### config.mk
export PLATFORM = sky130hd
export DESIGN_NAME = fat_directory_entry_matcher
export DESIGN_NICKNAME = d
export VERILOG_FILES = /design/src/sv/fdem_pkg.sv /design/src/sv/fat_directory_entry_matcher.sv /design/src/sv/fdem_cfg_regs.sv /design/src/sv/fdem_name_match.sv
export SDC_FILE = /design/constraint.sdc
export NUM_CORES = 1
export LEC_CHECK = 0
export ABC_CLOCK_PERIOD_IN_PS = 7180
export BUFFER_PORTS_ARGS = -buffer_cell sky130_fd_sc_hd__buf_4
export CAP_MARGIN = 20
export CORE_ASPECT_RATIO = 0.9
export CORE_MARGIN = 2
export CORE_UTILIZATION = 55
export CTS_BUF_LIST = sky130_fd_sc_hd__clkbuf_8
export CTS_CLUSTER_SIZE = 8
export DETAILED_ROUTE_END_ITERATION = 6
export PLACE_DENSITY = 0.79
export RECOVER_POWER = 50
export SYNTH_ARGS = -nofsm -noshare
export SYNTH_HDL_FRONTEND = slang
export SYNTH_SLANG_ARGS = --single-unit
### constraint.sdc
create_clock -name i_clk -period 7.18 [get_ports i_clk]
set_input_delay 0.718 -clock i_clk [delete_from_list [all_inputs] [get_ports i_clk]]
set_output_delay 0.718 -clock i_clk [all_outputs]
set_load 0.01 [all_outputs]
### src/sv/fdem_pkg.sv
package fdem_pkg;

    // Default width of the entry position counter
    localparam int INDEX_BITS_DEF = 16;

    // Fixed field widths
    localparam int INDEX_W  = 16;
    localparam int MAX_TEXT = 12;
    localparam int PADDR_W  = 5;
    localparam int PDATA_W  = 64;

    // Directory entry markers and characters
    localparam logic [7:0] END_MARK       = 8'h00;
    localparam logic [7:0] DELETED_MARK   = 8'hE5;
    localparam logic [7:0] LONG_NAME_ATTR = 8'h0F;
    localparam int         DIR_BIT        = 4;
    localparam logic [7:0] SPACE_CHAR     = 8'h20;
    localparam logic [7:0] DOT_CHAR       = 8'h2E;

    // Register indexes (byte address / 8)
    localparam logic [1:0] REG_HEAD   = 2'd0;
    localparam logic [1:0] REG_TAIL   = 2'd1;
    localparam logic [1:0] REG_LENGTH = 2'd2;

    // Result status codes
    typedef enum logic [1:0] {
        ST_MISS  = 2'd0,
        ST_FOUND = 2'd1,
        ST_END   = 2'd2,
        ST_DONE  = 2'd3
    } t_status;

    // Target name as held in the configuration registers
    typedef struct packed {
        logic [63:0] head;
        logic [31:0] tail;
        logic [3:0]  length;
    } t_target;

    // Fold A-Z to lowercase
    function automatic logic [7:0] fold(input logic [7:0] c);
        logic [7:0] r;
        r = c;
        if (c inside {[8'h41:8'h5A]}) begin
            r = c + 8'h20;
        end
        return r;
    endfunction

    // Count base name bytes before the first space (0 to 8)
    function automatic logic [3:0] base_len(input logic [63:0] b);
        logic [3:0] n;
        n = 4'd8;
        for (int i = 7; i >= 0; i--) begin
            if (b[8*i +: 8] == SPACE_CHAR) begin
                n = 4'(i);
            end
        end
        return n;
    endfunction

    // Count extension bytes before the first space (0 to 3)
    function automatic logic [1:0] ext_len(input logic [23:0] e);
        logic [1:0] n;
        n = 2'd3;
        for (int i = 2; i >= 0; i--) begin
            if (e[8*i +: 8] == SPACE_CHAR) begin
                n = 2'(i);
            end
        end
        return n;
    endfunction

endpackage

### src/sv/fat_directory_entry_matcher.sv
// An accepted item passes the input register, then the result register, before its result shows.
// One item per clock unless the output stalls; the name compare is a single pass of logic.
// A stall at the output holds both registers; the input stage still takes an item when empty.
// Reset (i_rst_n low at a clock edge) clears the target registers, the finished mark,
// the entry counter and both valid flags.
module fat_directory_entry_matcher #(
    parameter int INDEX_BITS = fdem_pkg::INDEX_BITS_DEF
) (
    input  logic                          i_clk,
    input  logic                          i_rst_n,
    input  logic                          psel,
    input  logic                          penable,
    input  logic                          pwrite,
    input  logic [fdem_pkg::PADDR_W-1:0]  paddr,
    input  logic [fdem_pkg::PDATA_W-1:0]  pwdata,
    output logic [fdem_pkg::PDATA_W-1:0]  prdata,
    output logic                          pready,
    input  logic                          i_valid,
    output logic                          o_ready,
    input  logic                          i_new_search,
    input  logic [63:0]                   i_base_name,
    input  logic [23:0]                   i_extension,
    input  logic [7:0]                    i_attributes,
    input  logic [15:0]                   i_cluster_upper,
    input  logic [15:0]                   i_cluster_lower,
    input  logic [31:0]                   i_size_bytes,
    output logic                          o_valid,
    input  logic                          i_ready,
    output logic [1:0]                    o_status,
    output logic [31:0]                   o_start_cluster,
    output logic [31:0]                   o_found_size,
    output logic                          o_is_directory,
    output logic [15:0]                   o_entry_index
);

    localparam int CNT_W = (INDEX_BITS < fdem_pkg::INDEX_W) ? INDEX_BITS : fdem_pkg::INDEX_W;

    fdem_pkg::t_target  target;
    logic               name_hit;

    // Input stage
    logic               r_s1_valid;
    logic               r_s1_new;
    logic [63:0]        r_s1_base;
    logic [23:0]        r_s1_ext;
    logic [7:0]         r_s1_attr;
    logic [31:0]        r_s1_cluster;
    logic [31:0]        r_s1_size;

    // Search state
    logic               r_fin;
    logic [CNT_W-1:0]   r_cnt;
    logic               n_fin;
    logic [CNT_W-1:0]   n_cnt;

    // Result stage
    logic               r_out_valid;
    fdem_pkg::t_status  r_out_status;
    logic [31:0]        r_out_cluster;
    logic [31:0]        r_out_size;
    logic               r_out_dir;
    logic [15:0]        r_out_index;
    fdem_pkg::t_status  n_status;
    logic [31:0]        n_cluster;
    logic [31:0]        n_size;
    logic               n_dir;

    logic               advance;
    logic               s2_fire;
    logic               fin_eff;
    logic [CNT_W-1:0]   cnt_eff;
    logic [7:0]         lead;

    fdem_cfg_regs u_cfg (
        .i_clk     (i_clk),
        .i_rst_n   (i_rst_n),
        .i_psel    (psel),
        .i_penable (penable),
        .i_pwrite  (pwrite),
        .i_paddr   (paddr),
        .i_pwdata  (pwdata),
        .o_prdata  (prdata),
        .o_target  (target)
    );

    assign pready = 1'b1;

    fdem_name_match u_match (
        .i_base_name (r_s1_base),
        .i_extension (r_s1_ext),
        .i_target    (target),
        .o_match     (name_hit)
    );

    // Handshake: the result register frees when empty or taken
    assign advance = !r_out_valid || i_ready;
    assign o_ready = !r_s1_valid || advance;
    assign s2_fire = r_s1_valid && advance;

    // Capture an item into the input stage
    always_ff @(posedge i_clk) begin
        if (!i_rst_n) begin
            r_s1_valid <= 1'b0;
        end else if (o_ready) begin
            r_s1_valid <= i_valid;
        end
    end

    always_ff @(posedge i_clk) begin
        if (i_valid && o_ready) begin
            r_s1_new     <= i_new_search;
            r_s1_base    <= i_base_name;
            r_s1_ext     <= i_extension;
            r_s1_attr    <= i_attributes;
            r_s1_cluster <= {i_cluster_upper, i_cluster_lower};
            r_s1_size    <= i_size_bytes;
        end
    end

    // Classify the entry and work out the next search state
    assign fin_eff = r_s1_new ? 1'b0 : r_fin;
    assign cnt_eff = r_s1_new ? '0 : r_cnt;
    assign lead    = r_s1_base[7:0];

    always_comb begin
        n_fin     = fin_eff;
        n_cnt     = cnt_eff;
        n_status  = fdem_pkg::ST_MISS;
        n_cluster = '0;
        n_size    = '0;
        n_dir     = 1'b0;
        if (fin_eff) begin
            n_status = fdem_pkg::ST_DONE;
        end else begin
            if (cnt_eff != {CNT_W{1'b1}}) begin
                n_cnt = cnt_eff + CNT_W'(1);
            end
            if (lead == fdem_pkg::END_MARK) begin
                n_status = fdem_pkg::ST_END;
                n_fin    = 1'b1;
            end else if (lead == fdem_pkg::DELETED_MARK ||
                         r_s1_attr == fdem_pkg::LONG_NAME_ATTR) begin
                n_status = fdem_pkg::ST_MISS;
            end else if (name_hit) begin
                n_status  = fdem_pkg::ST_FOUND;
                n_fin     = 1'b1;
                n_cluster = r_s1_cluster;
                n_size    = r_s1_size;
                n_dir     = r_s1_attr[fdem_pkg::DIR_BIT];
            end
        end
    end

    // Update the search state once per processed item
    always_ff @(posedge i_clk) begin
        if (!i_rst_n) begin
            r_fin <= 1'b0;
            r_cnt <= '0;
        end else if (s2_fire) begin
            r_fin <= n_fin;
            r_cnt <= n_cnt;
        end
    end

    // Load the result register; drop valid when taken with nothing behind
    always_ff @(posedge i_clk) begin
        if (!i_rst_n) begin
            r_out_valid <= 1'b0;
        end else if (advance) begin
            r_out_valid <= r_s1_valid;
        end
    end

    always_ff @(posedge i_clk) begin
        if (s2_fire) begin
            r_out_status  <= n_status;
            r_out_cluster <= n_cluster;
            r_out_size    <= n_size;
            r_out_dir     <= n_dir;
            r_out_index   <= fdem_pkg::INDEX_W'(cnt_eff);
        end
    end

    assign o_valid         = r_out_valid;
    assign o_status        = r_out_status;
    assign o_start_cluster = r_out_cluster;
    assign o_found_size    = r_out_size;
    assign o_is_directory  = r_out_dir;
    assign o_entry_index   = r_out_index;

    // A found or end result finishes the search
    a_fin_set: assert property (@(posedge i_clk) disable iff (!i_rst_n)
        s2_fire && (n_status == fdem_pkg::ST_FOUND || n_status == fdem_pkg::ST_END)
        |=> r_fin)
        else $error("search not marked finished after found or end");

    // Counter only moves up unless a new search starts
    a_cnt_mono: assert property (@(posedge i_clk) disable iff (!i_rst_n)
        s2_fire && !r_s1_new |=> r_cnt >= $past(r_cnt))
        else $error("entry counter went backwards");

    // Only found results carry entry data
    a_zero_fields: assert property (@(posedge i_clk) disable iff (!i_rst_n)
        r_out_valid && r_out_status != fdem_pkg::ST_FOUND
        |-> r_out_cluster == 32'd0 && r_out_size == 32'd0 && !r_out_dir)
        else $error("entry data on a result that is not found");

    // A held input item is never lost while the result stage stalls
    a_s1_hold: assert property (@(posedge i_clk) disable iff (!i_rst_n)
        r_s1_valid && !s2_fire |=> r_s1_valid)
        else $error("input stage item dropped");

endmodule

### src/sv/fdem_cfg_regs.sv
module fdem_cfg_regs (
    input  logic                          i_clk,
    input  logic                          i_rst_n,
    input  logic                          i_psel,
    input  logic                          i_penable,
    input  logic                          i_pwrite,
    input  logic [fdem_pkg::PADDR_W-1:0]  i_paddr,
    input  logic [fdem_pkg::PDATA_W-1:0]  i_pwdata,
    output logic [fdem_pkg::PDATA_W-1:0]  o_prdata,
    output fdem_pkg::t_target             o_target
);

    logic [1:0]         reg_sel;
    logic               wr_en;
    fdem_pkg::t_target  r_target;

    assign reg_sel = i_paddr[4:3];
    assign wr_en   = i_psel & i_penable & i_pwrite;

    // Write the selected register in the access cycle
    always_ff @(posedge i_clk) begin
        if (!i_rst_n) begin
            r_target <= '0;
        end else if (wr_en) begin
            case (reg_sel)
                fdem_pkg::REG_HEAD:   r_target.head   <= i_pwdata;
                fdem_pkg::REG_TAIL:   r_target.tail   <= i_pwdata[31:0];
                fdem_pkg::REG_LENGTH: r_target.length <= i_pwdata[3:0];
                default: ;
            endcase
        end
    end

    // Read back the selected register
    always_comb begin
        case (reg_sel)
            fdem_pkg::REG_HEAD:   o_prdata = r_target.head;
            fdem_pkg::REG_TAIL:   o_prdata = {32'd0, r_target.tail};
            fdem_pkg::REG_LENGTH: o_prdata = {60'd0, r_target.length};
            default:              o_prdata = '0;
        endcase
    end

    assign o_target = r_target;

endmodule

### src/sv/fdem_name_match.sv
module fdem_name_match (
    input  logic [63:0]        i_base_name,
    input  logic [23:0]        i_extension,
    input  fdem_pkg::t_target  i_target,
    output logic               o_match
);

    localparam int NT = fdem_pkg::MAX_TEXT;

    logic [7:0]    base_b [8];
    logic [7:0]    ext_b  [3];
    logic [7:0]    tgt_b  [NT];
    logic [7:0]    text   [NT];
    logic [3:0]    blen;
    logic [1:0]    elen;
    logic          has_ext;
    logic [3:0]    tlen;
    logic [3:0]    off    [NT];
    logic [NT-1:0] eq;

    // Split the fields into bytes
    always_comb begin
        for (int i = 0; i < 8; i++) begin
            base_b[i] = i_base_name[8*i +: 8];
            tgt_b[i]  = i_target.head[8*i +: 8];
        end
        for (int i = 0; i < 4; i++) begin
            tgt_b[8+i] = i_target.tail[8*i +: 8];
        end
        for (int i = 0; i < 3; i++) begin
            ext_b[i] = i_extension[8*i +: 8];
        end
    end

    assign blen    = fdem_pkg::base_len(i_base_name);
    assign elen    = fdem_pkg::ext_len(i_extension);
    assign has_ext = (ext_b[0] != fdem_pkg::SPACE_CHAR);
    assign tlen    = has_ext ? (blen + 4'd1 + {2'd0, elen}) : blen;

    // Place each text character and compare it with the target
    always_comb begin
        for (int i = 0; i < NT; i++) begin
            off[i]  = 4'(i) - blen - 4'd1;
            text[i] = fdem_pkg::SPACE_CHAR;
            if (4'(i) < blen) begin
                text[i] = base_b[3'(i)];
            end else if (4'(i) == blen) begin
                text[i] = fdem_pkg::DOT_CHAR;
            end else if (off[i] < 4'd3) begin
                text[i] = ext_b[off[i][1:0]];
            end
            eq[i] = (4'(i) >= tlen) ||
                    (fdem_pkg::fold(text[i]) == fdem_pkg::fold(tgt_b[i]));
        end
    end

    // Lengths must agree; a length above twelve never agrees
    assign o_match = (tlen == i_target.length) && (&eq);

endmodule

# Word-level counts from Yosys, hierarchy flattened
# Cells that the tools add are included.
[word_totals]
register_bits = 363
input_bits = 237
out_inout_bits = 150
word_cells = 395
[classes]
addsub = 51
n_lt_le_gt_ge = 96
n_eq_ne = 41
muxes = 120
n_bitwise = 15
reduce_logical = 53
[op_table]
columns = ["cell", "n"]
rows = [
  ["8-bit 2-to-1 mux", 84],
  ["8-bit by 6-bit adder with 8-bit output, second input constant", 24],
  ["8-bit binary-select mux with 2-bit select", 12],
  ["8-bit by 7-bit >= comparator with 1-bit output, second input constant", 24],
  ["8-bit by 7-bit less-or-equal comparator with 1-bit output, second input constant", 24],
  ["64-bit one-hot mux with 3 select lines", 1],
  ["8-bit == test", 12],
  ["8-bit by 6-bit == test with 1-bit output, second input constant", 11],
  ["4-bit by 2-bit less-than comparator with 1-bit output, second input constant", 12],
  ["16-bit 2-to-1 mux", 3],
  ["4-bit by 1-bit subtractor with 4-bit output, second input constant", 12],
  ["3-bit >= comparator, second input constant", 12],
  ["4-bit 2-to-1 mux", 9],
  ["2-bit inverter with 3-bit output", 12],
  ["1-bit logical AND", 27],
  ["16-bit by 1-bit adder with 16-bit output, second input constant", 1],
  ["3-bit by 4-bit == test with 1-bit output, first input constant", 4],
  ["4-bit == test, first input constant", 4],
  ["3-bit by 4-bit >= comparator with 1-bit output, first input constant", 4],
  ["4-bit >= comparator, first input constant", 4],
  ["3-bit by 4-bit less-than comparator with 1-bit output, first input constant", 4],
  ["4-bit less-than comparator, first input constant", 4],
  ["16-bit inequality test, second input constant", 1],
  ["3-bit by 4-bit subtractor with 4-bit output, first input constant", 4],
  ["other kinds (30)", 67],
]

# Logic depth before layout (Yosys ltp)
[logic_depth]
depth_word = 29
mapped_depth = 29
depth_no_buf = 22

# Cells and area by module
# Synthesis repeated with hierarchy kept, for this count alone.
[unflattened]
hier_cells = 2143
hier_area_um2 = 21116.5
[modules_own_cells]
columns = ["mod", "instances", "cells_per_inst", "area_per_inst_um2", "seq_area_each_um2"]
rows = [
  ["fat_directory_entry_matcher", 1, 460, 8881.0, 7707.4],
  ["fdem_name_match", 1, 1173, 7546.0, 0.0],
  ["fdem_cfg_regs", 1, 510, 4689.5, 2001.9],
]

# Worst setup path after synthesis
# Ideal clock, no wire load.
[synth_timing]
kind = "reg2reg"
start = "reg r_s1_base[1]"
end = "reg r_out_size[25] (netlist: o_found_size[25]) (data pin)"
setup_time_ps = 131
t_arrival_ps = 6411
t_required_ps = 7049
path_slack_ps = 638
stages_incl_launch_ff = 27
path_buffers = 9
period_less_slack_ps = 6542
cell_sequence = "edfxtp_1 -> or4b_1 -> or2_1 -> buf_2 -> nand3_1 -> nand3_4 -> clkbuf_1 -> clkbuf_1 -> buf_2 -> ha_1 -> clkbuf_1 -> clkbuf_1 -> clkbuf_1 -> a311oi_1 -> or2_2 -> and2_1 -> ha_1 -> xnor2_1 -> xnor2_1 -> nor3_1 -> a21oi_1 -> or4_1 -> a2111oi_2 -> and3b_1 -> buf_4 -> buf_6 -> and2_1"
[synth_via]
elab_chain_cells = 20
elab_cells_between_ends = 249
classes_between = "38 x add/sub; 56 x order compare; 26 x eq/ne; 86 x mux; 13 x bitwise; 30 x reduce/logical"
[synth_rtl]
columns = ["element", "line_no", "rtl"]
rows = [
  ["from (decl)", "fat_directory_entry_matcher.sv:44", "logic [63:0] r_s1_base;"],
  ["from (signal assigned)", "fat_directory_entry_matcher.sv:112", "r_s1_base <= i_base_name;"],
  ["8-bit by 6-bit == test with 1-bit output", "fdem_pkg.sv:55", "if (b[8*i +: 8] == SPACE_CHAR) begin"],
  ["4-bit 2-to-1 mux", "fdem_pkg.sv:55", ""],
  ["1-bit by 4-bit subtractor with 4-bit output, or another cell as far along", "fdem_name_match.sv:43", "off[i] = 4'(i) - blen - 4'd1;"],
  ["4-bit by 1-bit subtractor with 4-bit output", "fdem_name_match.sv:43", ""],
  ["2-bit inverter with 3-bit output (implied by the code)", "fdem_name_match.sv:50", "text[i] = ext_b[off[i][1:0]];"],
  ["8-bit binary-select mux with 2-bit select", "fdem_name_match.sv:50", ""],
  ["8-bit 2-to-1 mux (implied by the code) (2 in series)", "fdem_name_match.sv:50", ""],
  ["8-bit 2-to-1 mux", "fdem_name_match.sv:49", "end else if (off[i] < 4'd3) begin"],
  ["[... 3 more ...]", "-", ""],
  ["1-bit logical AND", "fdem_pkg.sv:44", "if (c inside {[8'h41:8'h5A]}) begin"],
  ["8-bit 2-to-1 mux", "fdem_pkg.sv:44", ""],
  ["8-bit == test", "fdem_name_match.sv:53", "(fdem_pkg::fold(text[i]) == fdem_pkg::fold(tgt_b[i]));"],
  ["1-bit logical OR", "fdem_name_match.sv:52", "eq[i] = (4'(i) >= tlen) ||"],
  ["12-bit AND reduction", "fdem_name_match.sv:58", "assign o_match = (tlen == i_target.length) && (&eq);"],
  ["1-bit logical AND", "fdem_name_match.sv:58", ""],
  ["1-bit inverter (no source line)", "-", ""],
  ["4-bit OR reduction (no source line) (*)", "-", ""],
  ["to (signal assigned)", "fat_directory_entry_matcher.sv:178", "r_out_size <= n_size;"],
  ["to (decl)", "fat_directory_entry_matcher.sv:60", "logic [31:0] r_out_size;"],
]
# Every way passes the cells marked *; elsewhere a longest branch is shown, timed or not. The select of a mux whose other input is x is not followed.
# A chain may end at the register's enable or synchronous reset.

# Final worst setup path
[layout_timing]
start = "reg r_s1_base[20]"
end = "reg r_out_size[0] (netlist: o_found_size[0]) (data pin)"
[layout_via]
elab_chain_cells = 22
elab_cells_between_ends = 248
classes_between = "38 x add/sub; 56 x order compare; 25 x eq/ne; 88 x mux; 13 x bitwise; 28 x reduce/logical"
[layout_rtl]
columns = ["element", "line_no"]
rows = [
  ["8-bit by 6-bit == test with 1-bit output", "fdem_pkg.sv:55"],
  ["4-bit 2-to-1 mux (3 in series)", "fdem_pkg.sv:55"],
  ["1-bit by 4-bit subtractor with 4-bit output, or another cell as far along", "fdem_name_match.sv:43"],
  ["4-bit by 1-bit subtractor with 4-bit output", "fdem_name_match.sv:43"],
  ["2-bit inverter with 3-bit output (implied by the code)", "fdem_name_match.sv:50"],
  ["8-bit binary-select mux with 2-bit select", "fdem_name_match.sv:50"],
  ["8-bit 2-to-1 mux (implied by the code) (2 in series)", "fdem_name_match.sv:50"],
  ["8-bit 2-to-1 mux", "fdem_name_match.sv:49"],
  ["[... 3 more ...]", "-"],
  ["1-bit logical AND", "fdem_pkg.sv:44"],
  ["8-bit 2-to-1 mux", "fdem_pkg.sv:44"],
  ["8-bit == test", "fdem_name_match.sv:53"],
  ["1-bit logical OR", "fdem_name_match.sv:52"],
  ["12-bit AND reduction", "fdem_name_match.sv:58"],
  ["1-bit logical AND (*)", "fdem_name_match.sv:58"],
  ["1-bit inverter (no source line) (*)", "-"],
  ["4-bit OR reduction (no source line) (*)", "-"],
]
# Marks and branches as above.

==> metrics list <==
- Via count of the first global-routing pass: 18880
- Number of vias per cell after detailed routing: 6.362
- Total global-route track usage: 36.26%
* Half-perimeter wire length after detailed placement: 55960 µm
* IR drop worst, VDD: 132.7 µV
- Area added between synthesis and finish: 19.99%
- Highest attainable clock frequency: 145.2 MHz
- Top post-synthesis cells by area: edfxtp_1 (34%), dfxtp_1 (11%), nand2_1 (6.1%)
* Synth Area per Inst: 9.479 µm²
- Syn. warnings: 0
* Nets: 2905
- Number of placement rows: 68
- The die covers 40330 µm².
* Worst min-delay path class: primary input to flop
- Clock Pin Slew Worst Setup and Hold Paths: 0.07 ns
- TritonCTS clock tree: done
- Wire length of the first global-routing pass: 111400 µm
- GR Overflow Total: 0
- Cts-stage hold buffer count: 0
* Average detailed-routed wire length per instance: 23.78 µm
* Core area: 38290 µm²
* Crit path max fanout: 66
* Violation count after the first detailed-routing iteration: 2417
* Transition time of the tightest slew-check pin: 4.191 ns
- Antenna violations before repair: 3
- Crit path launch: r_s1_base[20]
- Post-CTS repair changed the size of 0 cells.
- Synthesis produced 2248 cells.
- The library cell used most frequently in the layout, excluding fill and tap cells, is nand2_1.
- Port Buffers: 382
- Clock latency on the worst-skew pair, taken at its later pin, is 0.67 ns.
- Unrepaired setup endpoints after global routing: no
- For this run, asynchronously set or reset flops after synthesis account for 0%.
- Clock tree synthesis selected as its root buffer the cell clkbuf_8.
- Hold Violations, Final: 0
- Max-slew headroom: -179.4%
- Kind of end point of the critical path: flop
- # Post-CTS Setup Buffers: 0
* H-tree depth reported by CTS: 2
- Across the run, the number of max-cap violations was 3.
* Capture point of the worst path: o_found_size[0]
- P_leak: 0.009689 µW
- Number of detailed-route iterations in the first pass: 6
- CTS buffer count: 56
* Violated checks: max-capacitance violations, max-slew violations
* Filler cell count in the final layout: 3169
* Routed Antenna Nets: 0
- Final max-slew violation count: 284
* Setup TNS after final layout: 0 ns
- Top_reg_cell synth: edfxtp_1
- Number of sinks on the clock net: 363
- Synth top area share: 34.39%
- By startpoint and endpoint, the worst setup path is classified as flop to flop.
- At the worst endpoint, the required time is 7.68 ns.
- The run finished, with violations left.
- Worst Skew: 0.03021 ns
- The worst path needs 6.887 ns of the cycle, external delays included.
- Cell depth of the worst flop-to-flop path: 25
* Number of enable-type register cells in the synthesized netlist: 244
- Maximum number of buffers from clock root to sink: 3
- Startpoint of the most critical register-to-register path: r_s1_base[20]
- Final Power: 4556 µW
* Worst reg2reg path endpoint: o_found_size[0]
* Number of register bits inferred by synthesis: 363
- After detailed routing, the total wire length is 75320 µm.
- Dividing total power by cell area gives a power density of 178.2 nW/µm².
* Number of standard cells in the final layout excluding fillers: 3167
- Ports placed on the boundary: 387
- Crit share post-route: 95.92%
- Setup violations remaining at the end of the flow were counted as 0.
* Via count: 20150
- The netlist uses 95 different library cells.
- Height of the chip: 190.7 µm
- Sequential cells were found to cover 45.57% of the synthesized design area.
- In the layout the commonest cells are nand2_1 (344), edfxtp_1 (244), buf_4 (209), clkbuf_4 (159), and2_1 (140).
- Fraction of final layout cells sized beyond drive strength 1: 18.53%
* Post-Synthesis Cell Area: 21310 µm²
- Measured along the x axis, the die boundary spans 211.5 µm.
- STA classifies the critical path startpoint as a flop.
- 0 antenna diodes ended up in the layout.
- Total nets after synthesis: 2523
- Number of design rule violations left after detail routing: 0
- Entering global routing, the biggest net connects 138 pins.
* Effective utilization at floorplan: 55.65%
* Arr. time, crit path: 7.39 ns
* Area leader, netlist: edfxtp_1
- Placed cells: 3062
* Worst-case register-to-register setup slack: 0.29 ns
- Routability-driven placement finished with a final weighted congestion of 1.059.
[cells in the mapped netlist, types with 8 or more instances]
master     count
inv_1         37
or3_1         10
nor3b_1       13
a311oi_1      10
a21o_1        10
o22ai_1        8
clkbuf_1      96
a21oi_1       79
nand2b_1      21
o21ai_0       80
xnor2_1       51
o211ai_1      27
nand2_1      344
o311ai_0      10
or4_1          9
o31ai_1       16
buf_2         20
nor2_1       139
mux2_2         8
o2111ai_1      8
o211a_1        8
and3_1        15
a32oi_1       10
ha_1          37
a21boi_0     100
a211oi_1      16
mux2i_1       80
a31o_2         9
edfxtp_1     244
o21a_1         8
dfxtp_1      119
nand3_1       58
a211o_1        8
and2_1       141
xor2_1        42
o41ai_1        9
buf_1          8
nor4b_1       15
o221ai_1       8
a31oi_1       36
nor4_1        30
nor2b_1       33
nand4_1       32
nor3_1        47
[stage by stage]
step | hold WS (ns) | setup slack (ns) | area [µm²] | util (%)
after floorplan | 0.4605 | 0.6379 | 21310 | -
after global placement | 0.4888 | 0.7038 | 24840 | 64.88
after detailed placement | 0.5016 | 0.5889 | 24850 | 64.90
after CTS | 0.1863 | 0.5106 | 25910 | 67.68
after global routing | 0.2305 | 0.07913 | 25570 | 66.78
final | 0.2452 | 0.2927 | 25570 | 66.78
[critical path, cell delays in order (launching register included)]
cell	delay, ns
edfxtp_1	0.48
nor4b_1	0.90
and2_1	0.30
nor2_1	0.12
a21oi_4	0.58
inv_4	0.17
ha_1	0.27
buf_12	0.16
inv_1	0.07
nand3_1	0.16
buf_4	0.22
a21o_1	0.22
nor2_1	0.22
nand2_1	0.09
ha_1	0.34
o211ai_1	0.22
a21oi_1	0.09
a2111oi_0	0.30
a31oi_1	0.29
a31oi_1	0.23
nand4b_1	0.13
a2111oi_2	0.23
buf_4	0.19
and3b_2	0.22
buf_12	0.23
and2_1	0.23
[sequential cells by signal, indices dropped and copies added, names as in the netlist]
register	flops
o_is_directory	1
r_s1_cluster	32
o_found_size	32
r_s1_attr	8
u_cfg.o_target	100
o_entry_index	16
r_cnt	16
r_fin	1
r_s1_size	32
o_status	2
o_valid	1
r_s1_valid	1
r_s1_base	64
o_start_cluster	32
r_s1_new	1
r_s1_ext	24
[how the worst min path moves through the flow]
stage	startpoint	to	slack, ns	cells after the start
floorplan	u_cfg.o_target[83]	u_cfg.o_target[83]	0.46	2
global placement	u_cfg.o_target[91]	u_cfg.o_target[91]	0.49	2
detailed placement	u_cfg.o_target[75]	u_cfg.o_target[75]	0.50	2
CTS	i_base_name[16]	r_s1_base[16]	0.19	1
global route	i_base_name[59]	r_s1_base[59]	0.23	1
finish	i_base_name[16]	r_s1_base[16]	0.25	1
[area by class of cell]
class,count,area [µm²],share of cell area [%]
Inverter,39,151.4,0.5921
Timing Repair Buffer,459,3154,12.34
Clock inverter,42,198.9,0.7781
Sequential cell,363,9709,37.97
Tap cell,490,613.1,2.398
Multi-Input combinational cell,1711,10870,42.53
Clock buffer,63,867.1,3.391
[where the power goes]
part	total [µW]	internal (µW)	switching (µW)	leakage, µW
combinational	520	225	295	0.00575
clock	1630	811	822	0.000674
sequential	2400	2330	74.8	0.00327
total	4560	3360	1190	0.00969
[cell families (layout without fill, tap and decap cells)]
logic type	after synthesis	count (layout)	share of synthesized area, %
DFF	363	363	45.57
AOI/OAI and AO/OA	537	537	18.04
buffers and inverters	174	603	3.488
muxes	88	88	4.181
other	1	1	0.01760
xor gates and xnor gates	94	94	3.934
and+or+nand+nor	953	953	22.51
adders and majority gates	38	38	2.267
[metal layers]
layer	wire (µm)	global-route usage, %
met5	13	0
met4	3340	15.47
met3	8665	8.762
met2	32520	55.24
met1	30780	49.40
(Power assumes the default switching activity.)
